`src/rtl/mhic_pkg.sv`:
```
// Shared constants, codes and types of the magnetometer hard-iron calibration block.
`timescale 1ns / 1ps
`default_nettype none
package mhic_pkg;

	localparam int AXES    = 3;
	localparam int RAW_W   = 16;
	localparam int OFF_W   = 12;
	localparam int FIELD_W = 19;
	localparam int SCALE_W = 16;
	localparam int VAL_W   = 17;
	localparam int PROD_W  = 34;
	localparam int CFG_IDX_W = 2;

	localparam int SCALE_FRAC_BITS_DEF = 14;
	localparam logic [SCALE_W-1:0] SCALE_RESET = 16'd16384;

	localparam logic signed [RAW_W-1:0] RAW_HIGH = 16'sd2047;
	localparam logic signed [RAW_W-1:0] RAW_LOW  = -16'sd2048;
	localparam logic signed [OFF_W-1:0] OFF_MAX  = 12'sd2047;
	localparam logic signed [OFF_W-1:0] OFF_MIN  = -12'sd2048;
	localparam int FIELD_MAX = 262143;
	localparam int FIELD_MIN = -262144;

	localparam logic [1:0] MODE_MEAS = 2'd0;
	localparam logic [1:0] MODE_CAL  = 2'd1;
	localparam logic [1:0] MODE_FIN  = 2'd2;
	localparam logic [1:0] MODE_LOAD = 2'd3;

	localparam logic [CFG_IDX_W-1:0] REG_SCALE_X = 2'd0;
	localparam logic [CFG_IDX_W-1:0] REG_SCALE_Y = 2'd1;
	localparam logic [CFG_IDX_W-1:0] REG_SCALE_Z = 2'd2;

	// State update commands from the control unit to each axis lane.
	typedef struct packed {
		logic meas;
		logic clr;
		logic seed;
		logic widen;
		logic set_mid;
		logic load;
	} mhic_cmd_t;

	// Per-axis findings that the control unit merges.
	typedef struct packed {
		logic in_range;
		logic nonzero;
		logic mid_zero;
	} mhic_stat_t;

	// Pipeline stage load enables.
	typedef struct packed {
		logic en_s1;
		logic en_s2;
	} mhic_pipe_t;

	// Per-transaction flags that travel with the lane data.
	typedef struct packed {
		logic sample_ok;
		logic upd;
		logic healthy;
		logic failed;
	} mhic_res_t;

endpackage
`default_nettype wire

```
`src/rtl/mhic_lane.sv`:
```
// One axis lane: offset and min/max state, difference, gain multiply and rounding.
`timescale 1ns / 1ps
`default_nettype none
module mhic_lane
	import mhic_pkg::*;
#(
	parameter int FRAC_BITS = SCALE_FRAC_BITS_DEF
) (
	input  wire logic                      clk,
	input  wire logic                      arst_n,
	input  wire logic signed [RAW_W-1:0]   raw,
	input  wire logic [SCALE_W-1:0]        scale,
	input  wire mhic_cmd_t                 cmd,
	input  wire mhic_pipe_t                pipe,
	output mhic_stat_t                     stat,
	output logic signed [FIELD_W-1:0]      field
);

	localparam logic signed [PROD_W-1:0] HALF =
		{{(PROD_W-1){1'b0}}, 1'b1} << (FRAC_BITS - 1);
	localparam logic signed [PROD_W-1:0] QMAX = PROD_W'(FIELD_MAX);
	localparam logic signed [PROD_W-1:0] QMIN = PROD_W'(FIELD_MIN);

	logic signed [OFF_W-1:0]   off_q, min_q, max_q;
	logic signed [OFF_W-1:0]   raw12, new_max, new_min, mid, sat;
	logic signed [OFF_W:0]     span, sum, mid13, diff;
	logic signed [VAL_W-1:0]   meas_val, cal_val;
	logic signed [VAL_W-1:0]   val_s1;
	logic signed [PROD_W-1:0]  prod_s2;
	logic signed [PROD_W-1:0]  rsum, quo;

	assign raw12   = raw[OFF_W-1:0];
	assign new_max = (raw12 > max_q) ? raw12 : max_q;
	assign new_min = (raw12 < min_q) ? raw12 : min_q;
	assign span    = {new_max[OFF_W-1], new_max} - {new_min[OFF_W-1], new_min};

	// Midpoint rounded toward zero: a negative sum is bumped by one before the shift.
	assign sum   = {max_q[OFF_W-1], max_q} + {min_q[OFF_W-1], min_q};
	assign mid13 = (sum + {{OFF_W{1'b0}}, sum[OFF_W]}) >>> 1;
	assign mid   = mid13[OFF_W-1:0];

	always_comb begin
		if (raw > RAW_HIGH) begin
			sat = OFF_MAX;
		end else if (raw < RAW_LOW) begin
			sat = OFF_MIN;
		end else begin
			sat = raw12;
		end
	end

	assign diff     = {raw12[OFF_W-1], raw12} - {off_q[OFF_W-1], off_q};
	assign meas_val = {diff, 4'b0000};
	assign cal_val  = {span[OFF_W], span, 3'b000};

	assign stat.in_range = (raw < RAW_HIGH) && (raw > RAW_LOW);
	assign stat.nonzero  = (raw != '0);
	assign stat.mid_zero = (mid == '0);

	always_ff @(posedge clk or negedge arst_n) begin
		if (!arst_n) begin
			off_q <= '0;
			min_q <= '0;
			max_q <= '0;
		end else begin
			if (cmd.clr) begin
				min_q <= '0;
				max_q <= '0;
			end else if (cmd.seed) begin
				min_q <= raw12;
				max_q <= raw12;
			end else if (cmd.widen) begin
				min_q <= new_min;
				max_q <= new_max;
			end
			if (cmd.set_mid) begin
				off_q <= mid;
			end else if (cmd.load) begin
				off_q <= sat;
			end
		end
	end

	always_ff @(posedge clk) begin
		if (pipe.en_s1) begin
			val_s1 <= cmd.meas ? meas_val : cal_val;
		end
		if (pipe.en_s2) begin
			prod_s2 <= PROD_W'(val_s1) * PROD_W'($signed({1'b0, scale}));
		end
	end

	// Round half up, then saturate to the field range.
	assign rsum = prod_s2 + HALF;
	assign quo  = rsum >>> FRAC_BITS;

	always_comb begin
		if (quo > QMAX) begin
			field = FIELD_W'(FIELD_MAX);
		end else if (quo < QMIN) begin
			field = FIELD_W'(FIELD_MIN);
		end else begin
			field = quo[FIELD_W-1:0];
		end
	end

endmodule
`default_nettype wire

```
`config.mk`:
```
export PLATFORM = sky130hd
export DESIGN_NAME = mhic_lane
export DESIGN_NICKNAME = d
export VERILOG_FILES = /design/src/rtl/mhic_pkg.sv /design/src/rtl/mhic_lane.sv
export SDC_FILE = /design/constraint.sdc
export NUM_CORES = 1
export LEC_CHECK = 0
export ABC_AREA = 1
export BUFFER_PORTS_ARGS = -buffer_cell sky130_fd_sc_hd__buf_2
export CAP_MARGIN = 5
export CORE_MARGIN = 1
export CORE_UTILIZATION = 42
export CTS_BUF_LIST = sky130_fd_sc_hd__clkbuf_8
export CTS_CLUSTER_SIZE = 25
export DETAILED_ROUTE_END_ITERATION = 8
export GPL_ROUTABILITY_DRIVEN = 0
export PLACE_DENSITY_LB_ADDON = 0.1
export SLEW_MARGIN = 20
export SYNTH_ARGS = -nofsm -noshare
export SYNTH_HDL_FRONTEND = slang
export SYNTH_SLANG_ARGS = --single-unit
```
`constraint.sdc`:
```
create_clock -name clk -period 8 [get_ports clk]
set_input_delay 1.2 -clock clk [delete_from_list [all_inputs] [get_ports clk]]
set_output_delay 1.2 -clock clk [all_outputs]
set_load 0.01 [all_outputs]
```
=== Word-level counts from Yosys, hierarchy flattened ===
Index checks and enable logic that the tools add are counted.

* Word-level logic and storage cells: 40
* Output and inout bits: 22
* Bits of input ports: 42
* Register bits after elaboration: 87

* Multiplexer cells: 15
* $add $sub $neg: 5
* Reduce and logical (&&, ||, !) cells: 5
* $mul: 1
* Order comparisons: 8

{| class="wikitable"
|+ Operators with widths
! cell !! count
|-
| $mux 12 || 12
|-
| $mux 19 || 2
|-
| $add 34x15->34 const B || 1
|-
| $mul 17x17->34 || 1
|-
| $gt 16x12->1 const B || 2
|-
| $lt 16x12->1 const B || 2
|-
| $sub 12x12->13 || 2
|-
| $gt 20x19->1 const B || 1
|-
| $lt 20x19->1 const B || 1
|-
| $mux 17 || 1
|-
| $reduce_bool 16->1 || 1
|-
| $add 12x12->13 || 1
|-
| $add 13x1->13 || 1
|-
| $gt 12x12->1 || 1
|-
| $logic_not 12->1 || 1
|-
| $lt 12x12->1 || 1
|-
| $reduce_bool 3->1 || 1
|-
| $reduce_bool 2->1 || 1
|-
| $logic_and 1x1->1 || 1
|}

=== Depth between registers and ports, before layout ===
Gate-level depths: netlist of the first run.

* Depth in word-level cells: 5
* Depth in mapped cells: 26
* Mapped depth without buffers: 26

=== Worst setup path after synthesis of the first run ===
OpenSTA, ideal clock, no wires.

* Path type: input to register
* Start: input port scale[4]
* End: register prod_s2[33] (data pin)
* Setup time: 0.262 ns
* Required time: 7.738 ns
* Data arrival time: 6.280 ns
* Path buffers: 1
* Stages on the path: 20
* Slack: 1.457 ns
* Cells stage by stage: clkbuf_1 > nand2_1 > inv_1 > fa_1 > inv_1 > fa_1 > inv_1 > fa_1 > fa_1 > fa_1 > inv_1 > fa_1 > inv_1 > ha_1 > nand2_1 > nor4_1 > nand3_1 > nand3_1 > a21oi_1 > xor2_1

* Cells in the longest elaborated chain, start to end: 1

{| class="wikitable"
|+ RTL lines
! item !! RTL line !! source
|-
| start, declared || mhic_lane.sv:12 || <nowiki>input wire logic [SCALE_W-1:0] scale,</nowiki>
|-
| $mul 17x17->34 || mhic_lane.sv:89 || <nowiki>prod_s2 <= PROD_W'(val_s1) * PROD_W'($signed({1'b0, scale}));</nowiki>
|-
| end signal, assigned || mhic_lane.sv:89 ||
|-
| end, declared || mhic_lane.sv:29 || <nowiki>logic signed [PROD_W-1:0] prod_s2;</nowiki>
|}

Every way passes these cells.
A chain may end at the register's enable or synchronous reset.

=== Worst setup path in the final report of the first run ===
* Start: input port scale[2]
* End: register prod_s2[33] (data pin)

The elaborated chain is that of the path after synthesis.

==> results.toml, run 1 <==
[run_status]
status = "complete, no violations"

[routing]
firstDrtPassIters = 5
ant_nets = 0
drt-total-wl_um = 43200
drc = 0
avgViaCountPerCell = 4.88
routedWlPerCell_um = 15.8
initialDrtViolationCount = 639
vias = 13400

[worst_setup_path]
startpoint = "scale[2]"
critPathLaunchType = "primary input"
path_class = "primary input to flop"
r2r_end = "prod_s2[33]"
cp_max_fo = 14
path_cells = "buf_2 > nand2_1 > inv_1 > fa_1 > inv_1 > fa_1 > inv_1 > fa_1 > fa_1 > fa_1 > inv_1 > fa_1 > inv_1 > ha_1 > nand2_1 > nor4_1 > nand3_1 > nand3_1 > a21oi_1 > xor2_1"
worst_path_max_delay_cell = "fa_1"
arrival_ns = 6.93
r2r_start = "val_s1[16]"
max_stage_delay_ns = 0.54
cp-endpoint = "prod_s2[33]"
worstPathRequired_ns = 8.15
path_common_cell = "fa_1"
r2r_slack_ns = 1.45
reg2regPathDepth = 19
end_kind = "flop"

[yosys]
yosysMostFrequentCell = "inv_1"
synth_area_um2 = 16200
synthFlopType = "dfrtp_1"
syn_nets = 2624
synthTopCellsByArea = "fa_1 29%, inv_1 13%, nand2_1 13%"
ys_top_cells_by_count = "576 x inv_1, 566 x nand2_1, 238 x fa_1"
synth_cell_type_count = 50
netlist.area_leader.share_pct = 29.3
ys_ff_latch = 71
ys_async_sr_fraction_pct = 50.7
synth_seq_area_share_pct = 12.0
ys_warn_count = 0
synth_edf_count = 35
syn_avg_cell_area_um2 = 7.37
syn_inst = 2204
yosys.area.top_type = "fa_1"

[clocking]
cts_setup_buffers = 0
cts_resized = 0
clockRootBuffer = "clkbuf_8"
htreeDepth = 3
cts_hold_buf = 0
clockBufferDepth = 2
cts_made_buffers = 9
clock-sinks = 71
insertion_delay_ns = 0.42
clkSlewWorstSetupHoldPaths_ns = 0.09
cts_tree = "done"

[floorplan]
start_util_pct = 42.9
die_w_um = 199
ioPinCount = 64
fp.coreArea_um2 = 37800
rows = 71
die_area_um2 = 39400
fp.dieH_um = 199

[timing]
setup_violations = 0
min_period_ns = 6.78
slew_headroom_pct = 41.2
fmax_mhz = 147
finalClockSkew_ns = 0.0287
fin_setup_tns_ns = 0
period_share_pct = 84.8
worst_slew_pin_slew_ns = 0.883
hold_viol_final = 0
hold_slack_ns = 0.507
slew_violations = 0
rsz0062_at_grt = "false"

[job]
maxCapViolations = 0

[grt]
grt_pass1_vias = 13800
antenna_found_initial = 0
grt_pass1_wl_um = 71000
grt_use_total_pct = 23.3
grt-ovfl-total = 0
grt_max_degree = 37

[hold_path]
hp-class = "flop to flop"

[placed_design]
place_inst = 2720
dp_hpwl_um = 36700
port_buffers = 63

[cells_and_area]
nets = 2640
drive_gt1_share_pct = 7.01
fin_util_pct = 45.4
antennaDiodeCount = 0
syn_to_final_growth_pct = 5.78
layoutNonFillerInstCount = 2736
-- through the flow --
stage / setup WS [ns] / instance area, um2
4_1_cts: 1.20 / 17200
5_1_grt: 0.781 / 17200
3_3_place_gp: 0.899 / 17000
3_5_place_dp: 0.775 / 17000
2_1_floorplan: 1.46 / 16200
6_report: 1.22 / 17200
-- final cells by class --
type | count | area [um2]
fillers | 3956 | 20700
clock buffers | 9 | 124
inverters | 587 | 2200
repair buffers | 65 | 330
clock inverters | 7 | 82.6
flip-flops and latches | 71 | 1950
multi-input cells | 1486 | 11800
well taps | 511 | 639
-- metal layers --
layer  global-route usage (%)  wire, um  up-vias
li1                         -         -     6628
met3                     2.32      1460       70
met1                     28.2     18400     6368
met2                     42.6     21900      287
met5                        0         0        -
met4                     8.83      1470        0
-- placed cells by master, fill, tap and decap left out, drive strengths merged, types with 36 or more instances in the layout --
master / n
inv: 591
o21ai: 112
nand2: 589
a21oi: 86
ha: 140
fa: 238
nor2: 78
buf: 65
nand3: 90
dfrtp: 36
-- cell families (layout without fill, tap and decap cells) --
| group | after synthesis | in the layout | synth area share [%] |
|---|---|---|---|
| AND/OR/NAND/NOR | 824 | 824 | 22.2 |
| AO/OA/AOI/OAI | 229 | 229 | 7.59 |
| multiplexers | 1 | 1 | 0.0616 |
| adder cells (fa/ha/maj) | 378 | 378 | 40.1 |
| flip-flops | 71 | 71 | 12.0 |
| XOR/XNOR | 54 | 54 | 2.91 |
| buffers and inverters | 647 | 668 | 15.1 |
-- worst min-delay path by stage --
stage / from / end / slack (ns) / cells past startpoint
after floorplan: off_q[4] / off_q[4] / 0.45 / 2
after global placement: off_q[4] / off_q[4] / 0.47 / 2
after detailed placement: off_q[4] / off_q[4] / 0.48 / 2
after CTS: off_q[4] / off_q[4] / 0.50 / 2
after global routing: off_q[4] / off_q[4] / 0.54 / 2
final: off_q[4] / off_q[4] / 0.51 / 2
-- registers in the layout, summed over array words and instances (netlist names) --
name / count
prod_s2: 21
val_s1: 14
max_q: 12
min_q: 12
off_q: 12
-- worst max-delay path, delay by kind of cell --
family                     cells  cell delay [ns]
AOI/OAI and AO/OA              1             0.10
xor gates and xnor gates       1             0.14
adders and majority gates      7             3.40
buffers and inverters          6             1.14
and+or+nand+nor                5             0.93
Power of run 1 is left out: the tool's default activity adds up to more than one toggle a clock period on the data nets, which glitch-free logic cannot reach.
==> inputs of run 2 (changes only) <==
ABC_AREA = 0   (was 1)
clock period = 6.7 ns   (was 8 ns; I/O delays follow)
==> results.toml, run 2 <==
[routing]
firstDrtPassIters = 4
drt-total-wl_um = 37300
routedWlPerCell_um = 16.5
initialDrtViolationCount = 390
vias = 11300
avgViaCountPerCell = 5.01
drc = 0
ant_nets = 0

[timing]
setup_violations = 0
fmax_mhz = 154
finalClockSkew_ns = 0.0313
period_share_pct = 97.2
slew_headroom_pct = 41.0
rsz0062_at_grt = "true"
hold_viol_final = 0
min_period_ns = 6.51
hold_slack_ns = 0.575
slew_violations = 0
worst_slew_pin_slew_ns = 0.885

[cells_and_area]
largest_reg_flops = 21
reg_top3 = "prod_s2 (21), val_s1 (14)"
nets = 2215
drive_gt1_share_pct = 12.6
fin_util_pct = 48.3
multi_input_area_um2 = 11700
antennaDiodeCount = 0
final_common_cell = "inv_1"
largest_register = "prod_s2"
syn_to_final_growth_pct = 12.0
layout_common_cells = "345 x inv_1, 235 x fa_1, 170 x nand2_1, 132 x ha_1, 108 x and2_1"
seq_area_um2 = 1950
n_fill_cell = 3373

[worst_setup_path]
cp_top_family = "adder cells"
reg2regPathDepth = 21
cp-endpoint = "prod_s2[30]"
startpoint = "scale[6]"
critPathBufInv = 6
critPathLaunchType = "primary input"
r2r_slack_ns = 0.31
worst_path_max_delay_cell = "fa_1"
path_depth = 22
arrival_ns = 6.65
path_class = "primary input to flop"
end_kind = "flop"
worstPathRequired_ns = 6.84
r2r_end = "prod_s2[30]"
cp_max_fo = 7
r2r_start = "val_s1[5]"
path_common_cell = "fa_1"
max_stage_delay_ns = 0.55
path_cells = "clkbuf_4 > buf_4 > and2_1 > fa_1 > inv_1 > fa_1 > inv_1 > fa_1 > ha_4 > fa_1 > inv_1 > fa_1 > inv_1 > ha_4 > and4_1 > a221o_1 > o21ai_4 > nor3_4 > o41a_1 > a32oi_2 > mux2i_1 > a221oi_2"

[floorplan]
rows = 68
fp.coreArea_um2 = 34800
start_util_pct = 43.1
ioPinCount = 64
die_area_um2 = 36500
fp.dieH_um = 191
die_w_um = 191

[yosys]
synthFlopType = "dfrtp_1"
syn_nets = 2107
synth_area_um2 = 15000
yosys.area.top_type = "fa_1"
synth_seq_area_share_pct = 13.0
synth_mux_area_share_pct = 3.09
yosysMostFrequentCell = "inv_1"
yosys.area_share.xor_xnor_pct = 4.44
syn_avg_cell_area_um2 = 8.89
synth_cell_type_count = 72
syn_inst = 1687
synth_fa_ha_area_share_pct = 43.5
netlist.area_leader.share_pct = 31.8
synth_edf_count = 35
synth-simple-area-share_pct = 16.4
synthTopCellsByArea = "fa_1 32%, ha_1 12%, inv_1 8.9%"
synth_compound_area_share_pct = 9.13
synth_top_family_by_area = "adder cells"
ys_ff_latch = 71
ys_warn_count = 0
ys_top_cells_by_count = "356 x inv_1, 238 x fa_1, 172 x nand2_1"
ys_async_sr_fraction_pct = 50.7

[clocking]
htreeDepth = 3
cts_hold_buf = 0
clock-sinks = 71
clkSlewWorstSetupHoldPaths_ns = 0.10
clockRootBuffer = "clkbuf_8"
cts_made_buffers = 9
clockBufferDepth = 2
cts_tree = "done"
insertion_delay_ns = 0.42

[grt]
grt_pass1_vias = 11800
grt_use_total_pct = 22.1
grt_pass1_wl_um = 62200
grt_max_degree = 37
antenna_found_initial = 1
grt-ovfl-total = 0

[placed_design]
dp_hpwl_um = 31700
port_buffers = 63

[run_status]
status = "complete, no violations"

[hold_path]
hp-class = "flop to flop"

[job]
maxCapViolations = 0
## run 2: cell types whose count changed after synthesis, sizes merged, moves of 19 or more
cell	previous run	this run
a21oi	86	67
and2	9	115
inv	586	356
mux2i	1	44
nand2	589	172
nand2b	0	35
nand3	90	20
o21ai	112	60
xnor2	23	43
## run 2: worst min-delay path: stages, from the launching register on
cell     delay (ns)
dfrtp_1        0.39
mux2i_1        0.08
nor2_1         0.08
## run 2: cells by family after synthesis
| family | Yosys count |
|---|---|
| and+or+nand+nor | 489 |
| buffers and inverters | 414 |
| adders and majority gates | 378 |
| AOI/OAI and AO/OA | 213 |
| xor gates and xnor gates | 76 |
| DFF | 71 |
| muxes | 46 |
## run 2: cell type report
cell class                 instances  area share, %
multi-input combinational       1202           69.5
sequential                        71           11.6
clock buffer                      10          0.819
inverter                         356           7.98
timing repair buffer             155           6.23
tap                              455           3.39
clock inverter                     6          0.454
## run 2: metal layers
metal / vias up / share of wire, % / track usage (%)
met5: - / 0.032 / 0
met4: 2 / 1.6 / 5.11
met3: 31 / 2.7 / 2.53
met2: 146 / 50 / 39.1
met1: 5612 / 46 / 28.7
li1: 5507 / - / -
## run 2: stage by stage
| stage | TNS, ns | cells | cell area, um2 | setup slack (ns) |
|---|---|---|---|---|
| finish | 0 | 2255 | 16800 | 0.188 |
| global route | -0.00867 | 2255 | 16800 | -0.00867 |
| CTS | 0 | 2253 | 16700 | 0.0930 |
| detailed placement | -2.55 | 2237 | 16400 | -0.369 |
| global placement | -2.42 | 2237 | 16400 | -0.298 |
| floorplan | -0.177 | 1687 | 15100 | -0.169 |
## run 2: worst min-delay path by stage
stage / cells past startpoint / startpoint / endpoint / slack, ns
after floorplan: 2 / max_q[10] / max_q[10] / 0.52
after global placement: 2 / max_q[10] / max_q[10] / 0.54
after detailed placement: 2 / max_q[10] / max_q[10] / 0.55
after CTS: 2 / max_q[10] / max_q[10] / 0.57
after global routing: 2 / max_q[6] / max_q[6] / 0.62
final: 2 / max_q[10] / max_q[10] / 0.58
## run 2: repair_timing
action / in CTS / in global routing
setup endpoints to repair: 0 / 8
resized for setup: 0 / 32
setup buffers: 0 / 2
Power of run 2 is left out for the same reason.
==> inputs of run 3 (changes only) <==
CORE_UTILIZATION = 66   (was 42)
==> results.toml, run 3 (synthesis gave the netlist of run 2 again) <==
[run_status]
status = "finished with violations"
violations = "DRC"

[worst_setup_path]
r2r_slack_ns = 0.20
startpoint = "scale[3]"
cp_top_family = "adder cells"
r2r_start = "val_s1[16]"
cp_max_fo = 7
worstPathRequired_ns = 6.84
path_cells = "buf_8 > and2_4 > fa_1 > inv_2 > fa_1 > inv_2 > fa_1 > inv_2 > fa_1 > inv_2 > fa_1 > inv_1 > fa_1 > inv_2 > ha_4 > and4_1 > a221o_1 > o21ai_2 > nor3_4 > o41a_1 > a32oi_2 > mux2i_1 > a221oi_2"
path_common_cell = "fa_1"
max_stage_delay_ns = 0.55
end_kind = "flop"
critPathBufInv = 7
reg2regPathDepth = 20
cp-endpoint = "prod_s2[30]"
worst_path_max_delay_cell = "fa_1"
r2r_end = "prod_s2[33]"
path_depth = 23
arrival_ns = 6.71
critPathLaunchType = "primary input"
path_class = "primary input to flop"

[routing]
vias = 11900
avgViaCountPerCell = 5.70
initialDrtViolationCount = 727
drc = 1
routedWlPerCell_um = 16.9
ant_nets = 0
firstDrtPassIters = 9
drt-total-wl_um = 35200

[timing]
fmax_mhz = 152
worst_slew_pin_slew_ns = 0.850
hold_viol_final = 0
fin_setup_tns_ns = 0
min_period_ns = 6.58
finalClockSkew_ns = 0.0201
slew_violations = 0
slew_headroom_pct = 43.3
setup_violations = 0
period_share_pct = 98.1

[floorplan]
fp.coreArea_um2 = 22000
die_w_um = 153
start_util_pct = 68.1
rows = 54
ioPinCount = 64
fp.dieH_um = 153
die_area_um2 = 23300

[placed_design]
port_buffers = 63
dp_hpwl_um = 29000
place_area_um2 = 16200

[cells_and_area]
seq_area_um2 = 1950
syn_to_final_growth_pct = 10.9
nets = 2213
n_fill_cell = 1636
drive_gt1_share_pct = 12.9
final_common_cell = "inv_1"
largest_register = "prod_s2"
layout_common_cells = "342 x inv_1, 234 x fa_1, 170 x nand2_1, 131 x ha_1, 106 x and2_1"
antennaDiodeCount = 0
multi_input_area_um2 = 11700
final_area_um2 = 16600
reg_top3 = "prod_s2 (21), val_s1 (14)"
largest_reg_flops = 21
fin_util_pct = 75.5

[clocking]
htreeDepth = 3
cts_tree = "done"
clockRootBuffer = "clkbuf_8"
clock-sinks = 71
cts_hold_buf = 0
clkSlewWorstSetupHoldPaths_ns = 0.10
insertion_delay_ns = 0.39
cts_made_buffers = 9
clockBufferDepth = 2

[grt]
grt-ovfl-total = 0
antenna_found_initial = 0
grt_pass1_wl_um = 60400
grt_pass1_vias = 12500
grt_use_total_pct = 32.5
grt_max_degree = 37

[hold_path]
min_from = "max_q[7]"
hp-class = "flop to flop"

[job]
maxCapViolations = 0
run 3: worst min path at each step:
stage	end	cells past startpoint
3_5_place_dp	max_q[7]	2
4_1_cts	max_q[7]	2
3_3_place_gp	max_q[7]	2
2_1_floorplan	max_q[10]	2
5_1_grt	max_q[9]	2
6_report	max_q[7]	2
run 3: final cells by class:
cell class | count | area share, %
multi-input combinational | 1202 | 70.3
sequential | 71 | 11.7
inverter | 356 | 8.06
timing repair buffer | 153 | 6.39
tap | 280 | 2.11
clock buffer | 9 | 0.745
clock inverter | 7 | 0.669
run 3: metal layers:
| metal | global-route usage (%) | wire length (um) | vias up |
|---|---|---|---|
| met5 | 0 | 0 | - |
| met4 | 11.2 | 1170 | 0 |
| met3 | 3.84 | 2140 | 75 |
| met2 | 55.0 | 17000 | 402 |
| met1 | 43.5 | 14900 | 5874 |
| li1 | - | - | 5500 |
run 3: through the flow:
stage / std cells / worst slack [ns] / hold WS, ns
2_1_floorplan: 1687 / -0.169 / 0.516
3_3_place_gp: 2056 / -0.341 / 0.542
4_1_cts: 2072 / 0.0261 / 0.586
5_1_grt: 2078 / -0.0748 / 0.610
3_5_place_dp: 2056 / -0.456 / 0.562
6_report: 2078 / 0.125 / 0.584
run 3: repair_timing:
item	in CTS	in global routing
hold endpoints to repair	0	0
pin swaps	0	22
buffers inserted	0	6
endpoints found under the setup margin	5	8
resized for setup	1	45
run 3: tightest hold or removal path: stages, from the launching register on:
cell and delay, ns:
dfrtp_1 0.39, mux2i_1 0.08, nor2_1 0.08
Power of run 3 is left out for the same reason.
