File: src/rtl/mhic_pkg.sv
// Shared constants, codes and types of the magnetometer hard-iron calibration block.
`timescale 1ns / 1ps
`default_nettype none
package mhic_pkg;

	localparam int AXES    = 3;
	localparam int RAW_W   = 16;
	localparam int OFF_W   = 12;
	localparam int FIELD_W = 19;
	localparam int SCALE_W = 16;
	localparam int VAL_W   = 17;
	localparam int PROD_W  = 34;
	localparam int CFG_IDX_W = 2;

	localparam int SCALE_FRAC_BITS_DEF = 14;
	localparam logic [SCALE_W-1:0] SCALE_RESET = 16'd16384;

	localparam logic signed [RAW_W-1:0] RAW_HIGH = 16'sd2047;
	localparam logic signed [RAW_W-1:0] RAW_LOW  = -16'sd2048;
	localparam logic signed [OFF_W-1:0] OFF_MAX  = 12'sd2047;
	localparam logic signed [OFF_W-1:0] OFF_MIN  = -12'sd2048;
	localparam int FIELD_MAX = 262143;
	localparam int FIELD_MIN = -262144;

	localparam logic [1:0] MODE_MEAS = 2'd0;
	localparam logic [1:0] MODE_CAL  = 2'd1;
	localparam logic [1:0] MODE_FIN  = 2'd2;
	localparam logic [1:0] MODE_LOAD = 2'd3;

	localparam logic [CFG_IDX_W-1:0] REG_SCALE_X = 2'd0;
	localparam logic [CFG_IDX_W-1:0] REG_SCALE_Y = 2'd1;
	localparam logic [CFG_IDX_W-1:0] REG_SCALE_Z = 2'd2;

	// State update commands from the control unit to each axis lane.
	typedef struct packed {
		logic meas;
		logic clr;
		logic seed;
		logic widen;
		logic set_mid;
		logic load;
	} mhic_cmd_t;

	// Per-axis findings that the control unit merges.
	typedef struct packed {
		logic in_range;
		logic nonzero;
		logic mid_zero;
	} mhic_stat_t;

	// Pipeline stage load enables.
	typedef struct packed {
		logic en_s1;
		logic en_s2;
	} mhic_pipe_t;

	// Per-transaction flags that travel with the lane data.
	typedef struct packed {
		logic sample_ok;
		logic upd;
		logic healthy;
		logic failed;
	} mhic_res_t;

endpackage
`default_nettype wire

File: src/rtl/mhic_ctrl.sv
// Control unit: merges lane findings, decodes the mode and keeps the calibration flags.
`timescale 1ns / 1ps
`default_nettype none
module mhic_ctrl
	import mhic_pkg::*;
(
	input  wire logic       clk,
	input  wire logic       arst_n,
	input  wire logic       accept,
	input  wire logic [1:0] mode,
	input  wire mhic_stat_t lane_stat [AXES],
	output mhic_cmd_t       cmd,
	output mhic_res_t       res
);

	logic health_q, cal_q, seeded_q;
	logic health_n, cal_n, seeded_n;
	logic all_in, any_nz, all_mid_zero, ok;
	mhic_cmd_t dec;

	always_comb begin
		all_in       = 1'b1;
		any_nz       = 1'b0;
		all_mid_zero = 1'b1;
		for (int i = 0; i < AXES; i++) begin
			all_in       = all_in & lane_stat[i].in_range;
			any_nz       = any_nz | lane_stat[i].nonzero;
			all_mid_zero = all_mid_zero & lane_stat[i].mid_zero;
		end
		ok = all_in & any_nz;
	end

	always_comb begin
		dec           = '0;
		res           = '0;
		health_n      = health_q;
		cal_n         = cal_q;
		seeded_n      = seeded_q;
		unique case (mode)
			MODE_MEAS: begin
				dec.meas      = 1'b1;
				res.sample_ok = ok;
				res.upd       = ok & ~cal_q;
			end
			MODE_CAL: begin
				// A transaction that opens a calibration seeds on a valid sample.
				res.sample_ok = ok;
				dec.clr       = ~cal_q & ~ok;
				dec.seed      = ok & ~(cal_q & seeded_q);
				dec.widen     = ok & cal_q & seeded_q;
				res.upd       = ok & cal_q & seeded_q;
				health_n      = cal_q & health_q;
				cal_n         = 1'b1;
				seeded_n      = (cal_q & seeded_q) | ok;
			end
			MODE_FIN: begin
				if (cal_q) begin
					dec.set_mid = 1'b1;
					res.failed  = all_mid_zero;
					health_n    = ~all_mid_zero;
					cal_n       = 1'b0;
					seeded_n    = 1'b0;
				end
			end
			MODE_LOAD: begin
				dec.load = 1'b1;
				health_n = 1'b1;
				cal_n    = 1'b0;
				seeded_n = 1'b0;
			end
		endcase
		res.healthy = health_n;
	end

	always_comb begin
		cmd         = dec;
		cmd.clr     = dec.clr & accept;
		cmd.seed    = dec.seed & accept;
		cmd.widen   = dec.widen & accept;
		cmd.set_mid = dec.set_mid & accept;
		cmd.load    = dec.load & accept;
	end

	always_ff @(posedge clk or negedge arst_n) begin
		if (!arst_n) begin
			health_q <= 1'b0;
			cal_q    <= 1'b0;
			seeded_q <= 1'b0;
		end else if (accept) begin
			health_q <= health_n;
			cal_q    <= cal_n;
			seeded_q <= seeded_n;
		end
	end

endmodule
`default_nettype wire
File: config.mk
export PLATFORM = sky130hd
export DESIGN_NAME = mhic_ctrl
export DESIGN_NICKNAME = d
export VERILOG_FILES = /design/src/rtl/mhic_pkg.sv /design/src/rtl/mhic_ctrl.sv
export SDC_FILE = /design/constraint.sdc
export NUM_CORES = 1
export LEC_CHECK = 0
export ABC_AREA = 1
export ABC_CLOCK_PERIOD_IN_PS = 1050
export BUFFER_PORTS_ARGS = -buffer_cell sky130_fd_sc_hd__buf_2
export CORE_AREA = 2 2 39 41
export DETAILED_ROUTE_END_ITERATION = 12
export DIE_AREA = 0 0 41 43
export GPL_TIMING_DRIVEN = 0
export PLACE_DENSITY = 0.54
export SETUP_SLACK_MARGIN = 0.15
export SLEW_MARGIN = 10
export SYNTH_ARGS = -nofsm -noshare
export SYNTH_HDL_FRONTEND = slang
export SYNTH_SLANG_ARGS = --single-unit
File: constraint.sdc
create_clock -name clk -period 1.05 [get_ports clk]
set_input_delay 0.315 -clock clk [delete_from_list [all_inputs] [get_ports clk]]
set_output_delay 0.315 -clock clk [all_outputs]
set_load 0.05 [all_outputs]
After elaboration in Yosys (flattened, before gate mapping)
Cells that the tools add are included.

storage, ports and cells
  register bits after elaboration = 3
  input bits = 14
  output and inout bits = 10
  logic and storage cells = 50

cells by class
  equal/unequal tests = 4
  mux-type cells = 13
  bitwise operators = 24
  reductions and logical operators = 6

operators with widths
  operator            count
  $and 1x1->1         17
  $mux 1              8
  $pmux 1 s3          2
  $eq 2x2->1 const B  2
  $not 1->1           4
  $pmux 2 s2          1
  $mux 3              1
  $or 1x1->1          3
  $reduce_and 3->1    1
  $reduce_bool 3->1   1
  $eq 2x1->1 const B  1
  $logic_not 2->1     1
  $ne 2x2->1 const B  1
  $pmux 1 s2          1
  $reduce_and 2->1    1
  $reduce_bool 2->1   1
  $reduce_or 2->1     1

Depth between registers and ports, before layout
Gate-level depths: netlist of run 1.

  depth in word-level cells = 7
  depth in mapped cells = 6
  mapped depth without buffers = 5

Least setup slack after synthesis of run 1
OpenSTA, ideal clock, no wires.

  kind = input to output
  start = input port mode[0]
  end = output port res[2] (netlist name)
  arrival = 1,625 ps
  data required time = 735 ps
  path slack = -890 ps
  stages = 3
  buffers on the path = 0
  cells stage by stage = nor2_1 > nand4_1 > nand2_1

RTL lines
  element          RTL line         text
  start, declared  mhic_ctrl.sv:10  input wire logic [1:0] mode,
  end, declared    mhic_ctrl.sv:13  output mhic_res_t res

==> metrics.yaml, run 1 <==
place.gp.congestion: 0.759
wl_per_cell_um: 10.4
synthCells: 52
cts_buffers: 3
r2r_cells: 6
drc: 0
drt_iter0_drc: 2
drtAntennaViolNets: 0
crit_type: "register to output pin"
coreArea_um2: 1380
r2r-end: "seeded_q$_DFFE_PN0P_"
cp-start-kind: "register"
r2r-start: "cal_q$_DFFE_PN0P_"
hold_slack_ns: 0.321
fin_crit_sh_pct: 150
crit_chain: "nand2_2, inv_2, buf_4, buf_6, nor2_4, buf_8"
die_h_um: 43
clk_path_buf_depth: 2
fin_setup_tns_ns: -3.42
slowest_delay_ns: 0.44
instances_no_fill: 105
fin_ws_ns: -0.526
pre_cts_slack_ns: -0.628
ys_warn_count: 0
yosysUniqueCellTypes: 11
grt_pass1_vias: 493
r2r_slack_ns: 0
cts-root-buf: "clkbuf_4"
htreeDepth: 1
nets: 104
crit_arrival_ns: 1.26
drive_above_1_share_pct: 71.9
syn_to_final_growth_pct: 194
path_clk_slew_ns: 0.03
cp-endpoint: "cmd[3]"
ios: 24
peakVddDrop_mv: 0.515
slew_headroom_pct: 83.6
die_x_um: 41
finalHoldViolations: 0
yosys.area.top_type: "dfrtp_1"
crit_path_start: "cal_q$_DFFE_PN0P_"
antenna_cells: 0
port_buffers: 23
maxCapViolCount: 0
fmax_ghz: 0.634
first_pass_iters: 3
insertion_delay_ns: 0.23
cts.sinks: 3
worstMarginPinSlew_ns: 0.245
place_inst: 91
n_fill_cell: 113
synth_top_area_share_pct: 26.1
start_util_pct: 20.8
critPathRequiredTime_ns: 0.73
row_count: 14
dp_hpwl_um: 758
regArea_um2: 76.3
grt_overflow: 0
syn_nets: 66
status: "finished, violations left"
cts_tree: "yes"
track_usage_pct: 15.0
grt_max_degree: 8
syn_area_um2: 288
vias: 486
grt_first_pass_wirelength_mm: 1.91
leakagePower_nw: 0.401
multiInputGateArea_um2: 314
slowest_stage: "dfrtp_2"
detail_route.vias_per_cell: 4.63
crit_fanout: 5
syn_avg_cell_area_um2: 5.53
final_max_slew_viol_count: 0
clock_skew_ns: 0.00762
synth_area_leaders: "dfrtp_1 26%, nand2_1 18%, nor2_1 13%, nand3_1 10%, inv_1 10%"
ys_seq_area_share_pct: 26.1
rsz0062_at_grt: "true"
timing.final.crit_period_ns: 1.58
totalWireLength_mm: 1.09
hold_path.class: "input port to register"
design.die.area_um2: 1760
final_cell_mix: "8 x buf_2, 8 x buf_8"
pwr_density_cell_nw_per_um2: 797
grt_antenna_before_repair: 0
synth-seq-cells: 3
end_kind: "output pin"
failed_checks: "negative setup slack"
finalSetupViolCount: 9
==> report_power, final <==
group	switching [mW]	internal [mW]	total (mW)	leakage [nW]
Clock	0.0625	0.143	0.205	0.0150
Sequential	0.0156	0.129	0.144	0.0375
Combinational	0.167	0.158	0.325	0.348
==> worst min path at each step <==
stage / to / slack, ns / start / depth (start not counted)
2_1_floorplan: cal_q$_DFFE_PN0P_ / 0.02 / arst_n / 0
3_3_place_gp: health_q$_DFFE_PN0P_ / 0.11 / arst_n / 1
3_5_place_dp: health_q$_DFFE_PN0P_ / 0.11 / arst_n / 1
4_1_cts: health_q$_DFFE_PN0P_ / 0.35 / accept / 3
5_1_grt: cal_q$_DFFE_PN0P_ / 0.33 / mode[1] / 2
6_report: cal_q$_DFFE_PN0P_ / 0.32 / mode[1] / 2
==> state kept, by name (all words and copies together) (netlist names) <==
signal,count
cal_q,1
health_q,1
seeded_q,1
==> worst max-delay path: cells and delay by family (launching register included) <==
family,cells,cell delay [ns]
buffers and inverters,4,0.42
AND/OR/NAND/NOR,2,0.16
flip-flops,1,0.44
==> metrics by stage <==
| step | utilization (%) | cell area (um^2) | power, mW |
|---|---|---|---|
| 3_5_place_dp | 40.1 | 554 | 0.360 |
| 2_1_floorplan | - | 419 | 0.284 |
| 6_report | 61.1 | 846 | 0.674 |
| 5_1_grt | 61.1 | 846 | 0.725 |
| 4_1_cts | 56.2 | 778 | 0.651 |
| 3_3_place_gp | 40.1 | 554 | 0.358 |
==> what timing repair did <==
action	4_1_cts	5_1_grt
gates resized for setup	50	9
endpoints found under the setup margin	12	13
buffers inserted	4	5
pin swaps	10	3
hold buffers	1	0
hold endpoints to repair	3	0
==> layer usage <==
metal  GRT usage [%]  routed length (um)  vias up
li1                -                   -      244
met1            19.1                 424      224
met2            25.3                 592       18
met3            3.14                  73        0
met4            2.00                   0        0
met5               0                   0        -
==> cells in the mapped netlist, drive strengths merged <==
cell	count
and3	1
buf	1
dfrtp	3
inv	8
nand2	14
nand3	6
nand4	3
nor2	10
nor3	2
o21ai	4
==> cells by family after synthesis <==
logic type / share of synthesized area, %
AND/OR/NAND/NOR: 53.9
AO/OA/AOI/OAI: 6.95
buffers and inverters: 13.0
flip-flops: 26.1
==> cell type report <==
cell class	instances	share of cell area, %
multi-input combinational	40	37.1
buffer	1	0.888
inverter	8	5.62
sequential	3	9.02
tap	16	2.37
clock buffer	4	3.11
timing repair buffer	33	41.9
Power figures use the tool's default switching activity.
==> run 2: changes to the inputs <==
--- a/config.mk
+++ b/config.mk
@@ -12,7 +12,6 @@
 export DETAILED_ROUTE_END_ITERATION = 12
 export DIE_AREA = 0 0 41 43
 export GPL_TIMING_DRIVEN = 0
-export PLACE_DENSITY = 0.54
 export SETUP_SLACK_MARGIN = 0.15
 export SLEW_MARGIN = 10
 export SYNTH_ARGS = -nofsm -noshare
==> run 2 against run 1 <==
- the run still ends with negative setup slack left
- clock power is 4% higher
- wire length hardly changed
- die area stayed put
- utilization is 0.72 points higher
- highest routed layer is now met4
==> metrics.yaml, run 2 (same netlist as run 1, synthesis figures left out) <==
peakVddDrop_mv: 0.339  # -34%
path_clk_slew_ns: 0.04  # about the same
wl_per_cell_um: 10.4  # about the same
clk_path_buf_depth: 2  # unchanged
met2_usage_pct: 18.8  # -6.6 points
drc: 0  # unchanged
timing.final.crit_period_ns: 1.58  # -0.0000490 ns
vias: 498  # +2.5%
finalHoldViolations: 0  # unchanged
dp_hpwl_um: 718  # -5.3%
leakagePower_nw: 0.406  # +1.2%
grt_max_degree: 8  # unchanged
maxCapViolCount: 0  # unchanged
die_x_um: 41  # unchanged
n_fill_cell: 120  # +6.2%
fin_ws_ns: -0.526  # +0.0000490 ns
critical_path_cell_count: 6  # unchanged
r2r_cells: 5  # -1
final_max_slew_viol_count: 0  # unchanged
final_common_cell: "buf_6"
pre_cts_slack_ns: -0.619  # +0.00867 ns
ios: 24  # unchanged
clock_skew_ns: 0.00870  # +0.00108 ns
die_h_um: 43  # unchanged
worstMarginPinSlew_ns: 0.264  # +0.0185 ns
crit_type: "register to output pin"
detail_route.vias_per_cell: 4.74  # +2.5%
reg.largest.list: "cal_q (1), health_q (1), seeded_q (1)"
grt_first_pass_wirelength_mm: 1.59  # -17%
insertion_delay_ns: 0.24  # about the same
row_count: 14  # unchanged
critPathRequiredTime_ns: 0.73  # about the same
failed_checks: "negative setup slack"
slew_headroom_pct: 82.4  # -1.2 points
post-route-util_pct: 61.8  # +0.72 points
first_pass_iters: 4  # +1
crit_fanout: 6  # +1
cts_tree: "yes"
hold_depth: 3  # +1
use_met1_pct: 17.4  # -1.7 points
hold_path.class: "input port to register"
rsz0062_at_grt: "true"
top_usage_layer: "met2"
cts.sinks: 3  # unchanged
place_area_um2: 554  # unchanged
drtAntennaViolNets: 0  # unchanged
slowest_delay_ns: 0.44  # about the same
syn_to_final_growth_pct: 197
port_buffers: 23  # unchanged
coreArea_um2: 1380  # unchanged
drive_above_1_share_pct: 71.9  # unchanged
hold_slack_ns: 0.343  # +0.0220 ns
regArea_um2: 76.3  # unchanged
fmax_ghz: 0.635  # about the same
cp-start-kind: "register"
pwr_density_cell_nw_per_um2: 804  # +0.80%
track_usage_pct: 13.0  # -2.0 points
fin_crit_sh_pct: 150  # about the same
place_inst: 91  # unchanged
htreeDepth: 1  # unchanged
finalSetupViolCount: 9  # unchanged
cp_common_cell: "nand2_1"
cts-root-buf: "clkbuf_4"
antenna_cells: 0  # unchanged
start_util_pct: 20.8  # unchanged
multiInputGateArea_um2: 324  # +3.2%
crit_chain: "nand2_1, nand3_2, nand2_1, nand2_1, buf_4, buf_8"
end_kind: "output pin"
grt_antenna_before_repair: 0  # unchanged
crit_buf_inv: 2  # -2
crit_arrival_ns: 1.26  # about the same
slowest_stage: "dfrtp_2"
r2r_slack_ns: 0.08  # +0.08 ns
cts_buffers: 3  # unchanged
global_route.usage.met3_pct: 1.57  # -1.6 points
cp_top_family: "flip-flops"
totalWireLength_mm: 1.09  # about the same
place.gp.congestion: 0.712  # -6.1%
final_cell_area_um2: 856  # +1.2%
instances_no_fill: 105  # unchanged
nets: 104  # unchanged
final_cell_mix: "9 x buf_6, 7 x nor2_4, 7 x buf_4, 7 x buf_2, 7 x buf_8"
status: "finished, violations left"
design.die.area_um2: 1760  # unchanged
grt_pass1_vias: 424  # -14%
drt_iter0_drc: 8  # +6
grt_overflow: 0  # unchanged
-- run 2: cell counts in the layout (fill, tap and decap cells not counted) --
No cell type changed its count.
-- run 2: final cells by class --
cell class	count	share of cell area, %
Timing Repair Buffer	33	41.7
Multi-Input combinational cell	40	37.9
Sequential cell	3	8.92
Inverter	8	5.26
Clock buffer	4	3.07
Tap cell	16	2.34
Buffer	1	0.877
-- run 2: layer usage --
| metal | share of wire (%) | wire length (um) |
|---|---|---|
| met5 | 0 | 0 |
| met4 | 1.1 | 12 |
| met3 | 6.2 | 68 |
| met2 | 53 | 582 |
| met1 | 39 | 426 |
-- run 2: timing repair --
item / CTS / global route
gates resized for setup: 39 / 19
endpoints found under the hold margin: 3 / 0
gates cloned: 0 / 0
hold buffers: 1 / 0
buffers inserted: 4 / 5
pin swaps: 5 / 10
endpoints found under the setup margin: 12 / 12
-- run 2: where the power goes --
group / leakage, nW / switching [mW] / internal [mW]
clock: 0.0150 / 0.0696 / 0.143
sequential: 0.0375 / 0.0166 / 0.129
combinational: 0.353 / 0.169 / 0.161
-- run 2: worst paths after layout --
path	end	from
min in group asynchronous	health_q$_DFFE_PN0P_	arst_n
setup reg to reg	seeded_q$_DFFE_PN0P_	cal_q$_DFFE_PN0P_
hold / removal	health_q$_DFFE_PN0P_	accept
setup / recovery	res[1]	cal_q$_DFFE_PN0P_
hold reg to reg	seeded_q$_DFFE_PN0P_	seeded_q$_DFFE_PN0P_
max in group asynchronous	cal_q$_DFFE_PN0P_	arst_n
-- run 2: per-stage QoR --
| step | power (mW) | setup TNS (ns) |
|---|---|---|
| floorplan | 0.284 | -1.78 |
| global placement | 0.357 | -4.61 |
| detailed placement | 0.359 | -4.64 |
| CTS | 0.637 | -3.57 |
| global route | 0.729 | -4.12 |
| finish | 0.688 | -3.68 |
-- run 2: tightest hold or removal path, delay by kind of cell --
family | cells | cell delay (ns)
buffers and inverters | 1 | 0.09
AND/OR/NAND/NOR | 2 | 0.14
==> run 3: changes to the inputs <==
--- a/config.mk
+++ b/config.mk
@@ -8,9 +8,9 @@
 export ABC_AREA = 1
 export ABC_CLOCK_PERIOD_IN_PS = 1050
 export BUFFER_PORTS_ARGS = -buffer_cell sky130_fd_sc_hd__buf_2
-export CORE_AREA = 2 2 39 41
+export CORE_AREA = 4 4 41 43
 export DETAILED_ROUTE_END_ITERATION = 12
-export DIE_AREA = 0 0 41 43
+export DIE_AREA = 0 0 45 47
 export GPL_TIMING_DRIVEN = 0
 export SETUP_SLACK_MARGIN = 0.15
 export SLEW_MARGIN = 10
==> run 3 against run 2 <==
- the flow still finishes with violations (negative setup slack)
- largest power group unchanged
- non-clock buffer count fell by 3
- first-iteration DRC count fell by 25%
- setup slack improved by 0.023 ns
- critical path type unchanged
- hold slack better by 0.0088 ns
- wire length up 6.1%
==> metrics.yaml, run 3 (same netlist as run 1, synthesis figures left out) <==
status: "finished, violations left"
failed_checks: "negative setup slack"
design.die.area_um2: 2120  # +20%
final_cell_mix: "9 x nand2_1, 7 x nor2_4, 7 x buf_2, 7 x buf_6, 7 x buf_8"
htreeDepth: 1  # unchanged
p_switching_mw: 0.235  # -7.9%
drt_iter0_drc: 6  # -2
crit_type: "register to output pin"
critPathRequiredTime_ns: 0.73  # about the same
crit_buf_inv: 2  # unchanged
switching_share_pct: 36.0  # -1.0 points
slew_headroom_pct: 84.2  # +1.8 points
cts_tree: "yes"
totalWireLength_mm: 1.16  # +6.1%
place.gp.congestion: 0.784  # +10%
coreArea_um2: 1300  # -6.0%
drive_above_1_share_pct: 66.3  # -5.6 points
grt_antenna_before_repair: 0  # unchanged
hp-start: "accept"
first_pass_iters: 2  # -2
hold_path.class: "input port to register"
detail_route.vias_per_cell: 4.60  # -2.9%
final_common_cell: "nand2_1"
grt_pass1_vias: 448  # +5.7%
worstMarginPinSlew_ns: 0.237  # -0.0272 ns
hold_end: "health_q$_DFFE_PN0P_"
slowest_delay_ns: 0.40  # -0.04 ns
track_usage_pct: 11.6  # -1.4 points
clock_skew_ns: 0.00191  # -0.00679 ns
start_util_pct: 22.1  # +1.3 points
hold_slack_ns: 0.352  # +0.00885 ns
timing.final.crit_period_ns: 1.55  # -0.0226 ns
pwr_density_cell_nw_per_um2: 811  # +0.94%
cp-start-kind: "register"
peakVddDrop_mv: 0.669  # +97%
leakagePower_nw: 0.379  # -6.5%
grt_first_pass_wirelength_mm: 1.79  # +12%
die_h_um: 47  # +9.3%
clkPwrFrac_pct: 30.6  # -0.3 points
grt_max_degree: 8  # unchanged
fin_ws_ns: -0.503  # +0.0226 ns
nets: 101  # -2.9%
vias: 465  # -6.6%
finalHoldViolations: 0  # unchanged
fin_crit_sh_pct: 148  # -2.2 points
wl_per_cell_um: 11.4  # +10%
cts.sinks: 3  # unchanged
reg.largest.list: "cal_q (1), health_q (1), seeded_q (1)"
drtAntennaViolNets: 0  # unchanged
slowest_stage: "dfrtp_2"
end_kind: "output pin"
crit_arrival_ns: 1.24  # -0.02 ns
fmax_ghz: 0.644  # +1.5%
path_clk_slew_ns: 0.04  # about the same
port_buffers: 23  # unchanged
die_x_um: 45  # +9.8%
rsz0062_at_grt: "true"
clk_path_buf_depth: 2  # unchanged
syn_to_final_growth_pct: 179
cts-root-buf: "clkbuf_4"
cts_buffers: 3  # unchanged
r2r_slack_ns: 0.09  # about the same
antenna_cells: 0  # unchanged
drc: 0  # unchanged
final_max_slew_viol_count: 0  # unchanged
r2r-end: "seeded_q$_DFFE_PN0P_"
crit_fanout: 6  # unchanged
p_int_mw: 0.417  # -3.7%
hold_depth: 3  # unchanged
grt_overflow: 0  # unchanged
r2r-start: "cal_q$_DFFE_PN0P_"
sequentialPowerShare_pct: 21.8  # +0.7 points
maxCapViolCount: 0  # unchanged
finalSetupViolCount: 9  # unchanged
crit_chain: "nand2_1, inv_2, nand4_1, nor2_4, buf_6"
dp_hpwl_um: 837  # +17%
insertion_delay_ns: 0.23  # about the same
ios: 24  # unchanged
cp_top_family: "flip-flops"
row_count: 13  # -1
p_comb_share_pct: 47.6  # -0.4 points
r2r_cells: 5  # unchanged
pre_cts_slack_ns: -0.616  # +0.00361 ns
## run 3: cell count changes in the layout (fill, tap and decap cells not counted)
cell	change
nand2_4	-1
and3_2	+1
nand3_1	+1
buf_6	-2
and3_4	-1
nand2_1	+3
nand2_2	-2
buf_4	-1
o21ai_1	+1
nand3_2	-1
o21ai_0	-1
## run 3: layout make-up
class,instances,area (um^2)
Buffer,1,7.51
Clock buffer,4,26.3
Fill cell,122,498
Inverter,8,45.0
Multi-Input combinational cell,40,303
Sequential cell,3,76.3
Tap cell,15,18.8
Timing Repair Buffer,30,327
## run 3: worst max-delay path by stage
stage             end               from  depth (start not counted)  slack, ns
5_1_grt        cmd[2]  cal_q$_DFFE_PN0P_                          5      -0.59
3_3_place_gp   cmd[2]            mode[0]                          6      -0.62
6_report       cmd[2]  cal_q$_DFFE_PN0P_                          5      -0.50
3_5_place_dp   cmd[2]            mode[0]                          6      -0.62
2_1_floorplan  res[1]  cal_q$_DFFE_PN0P_                          6      -0.29
4_1_cts        cmd[2]  cal_q$_DFFE_PN0P_                          5      -0.52
## run 3: power by group through the flow
stage / registers (mW) / logic, mW / clock network [mW]
after floorplan: 0.139 / 0.146 / 0
after global placement: 0.141 / 0.215 / 0
after CTS: 0.140 / 0.290 / 0.214
after detailed placement: 0.141 / 0.219 / 0
after global routing: 0.146 / 0.331 / 0.219
final: 0.142 / 0.310 / 0.199
## run 3: per-layer routing
metal / share of wire [%] / wire length, um / track usage [%]
met1: 37 / 422 / 13.3
met2: 58 / 670 / 20.9
met3: 5.4 / 62 / 0.766
met4: 0 / 0 / 7.02
met5: 0 / 0 / 0
## run 3: stage by stage
stage,total power [mW],area [um^2],TNS (ns),instances,utilization [%]
after floorplan,0.284,419,-1.78,52,-
after global placement,0.357,553,-4.62,90,42.5
after detailed placement,0.360,553,-4.63,90,42.5
after CTS,0.645,766,-3.53,100,58.8
after global routing,0.696,803,-3.87,101,61.7
final,0.652,803,-3.28,101,61.7
## run 3: repair_timing
item,4_1_cts,5_1_grt
hold buffers,1,0
buffers inserted,5,1
setup endpoints to repair,11,13
hold endpoints to repair,3,0
resized for setup,42,9
pin swaps,9,5
## run 3: worst min-delay path: cells and delay by family
kind	cells	cell delay (ns)
and+or+nand+nor	2	0.13
buffers and inverters	1	0.09
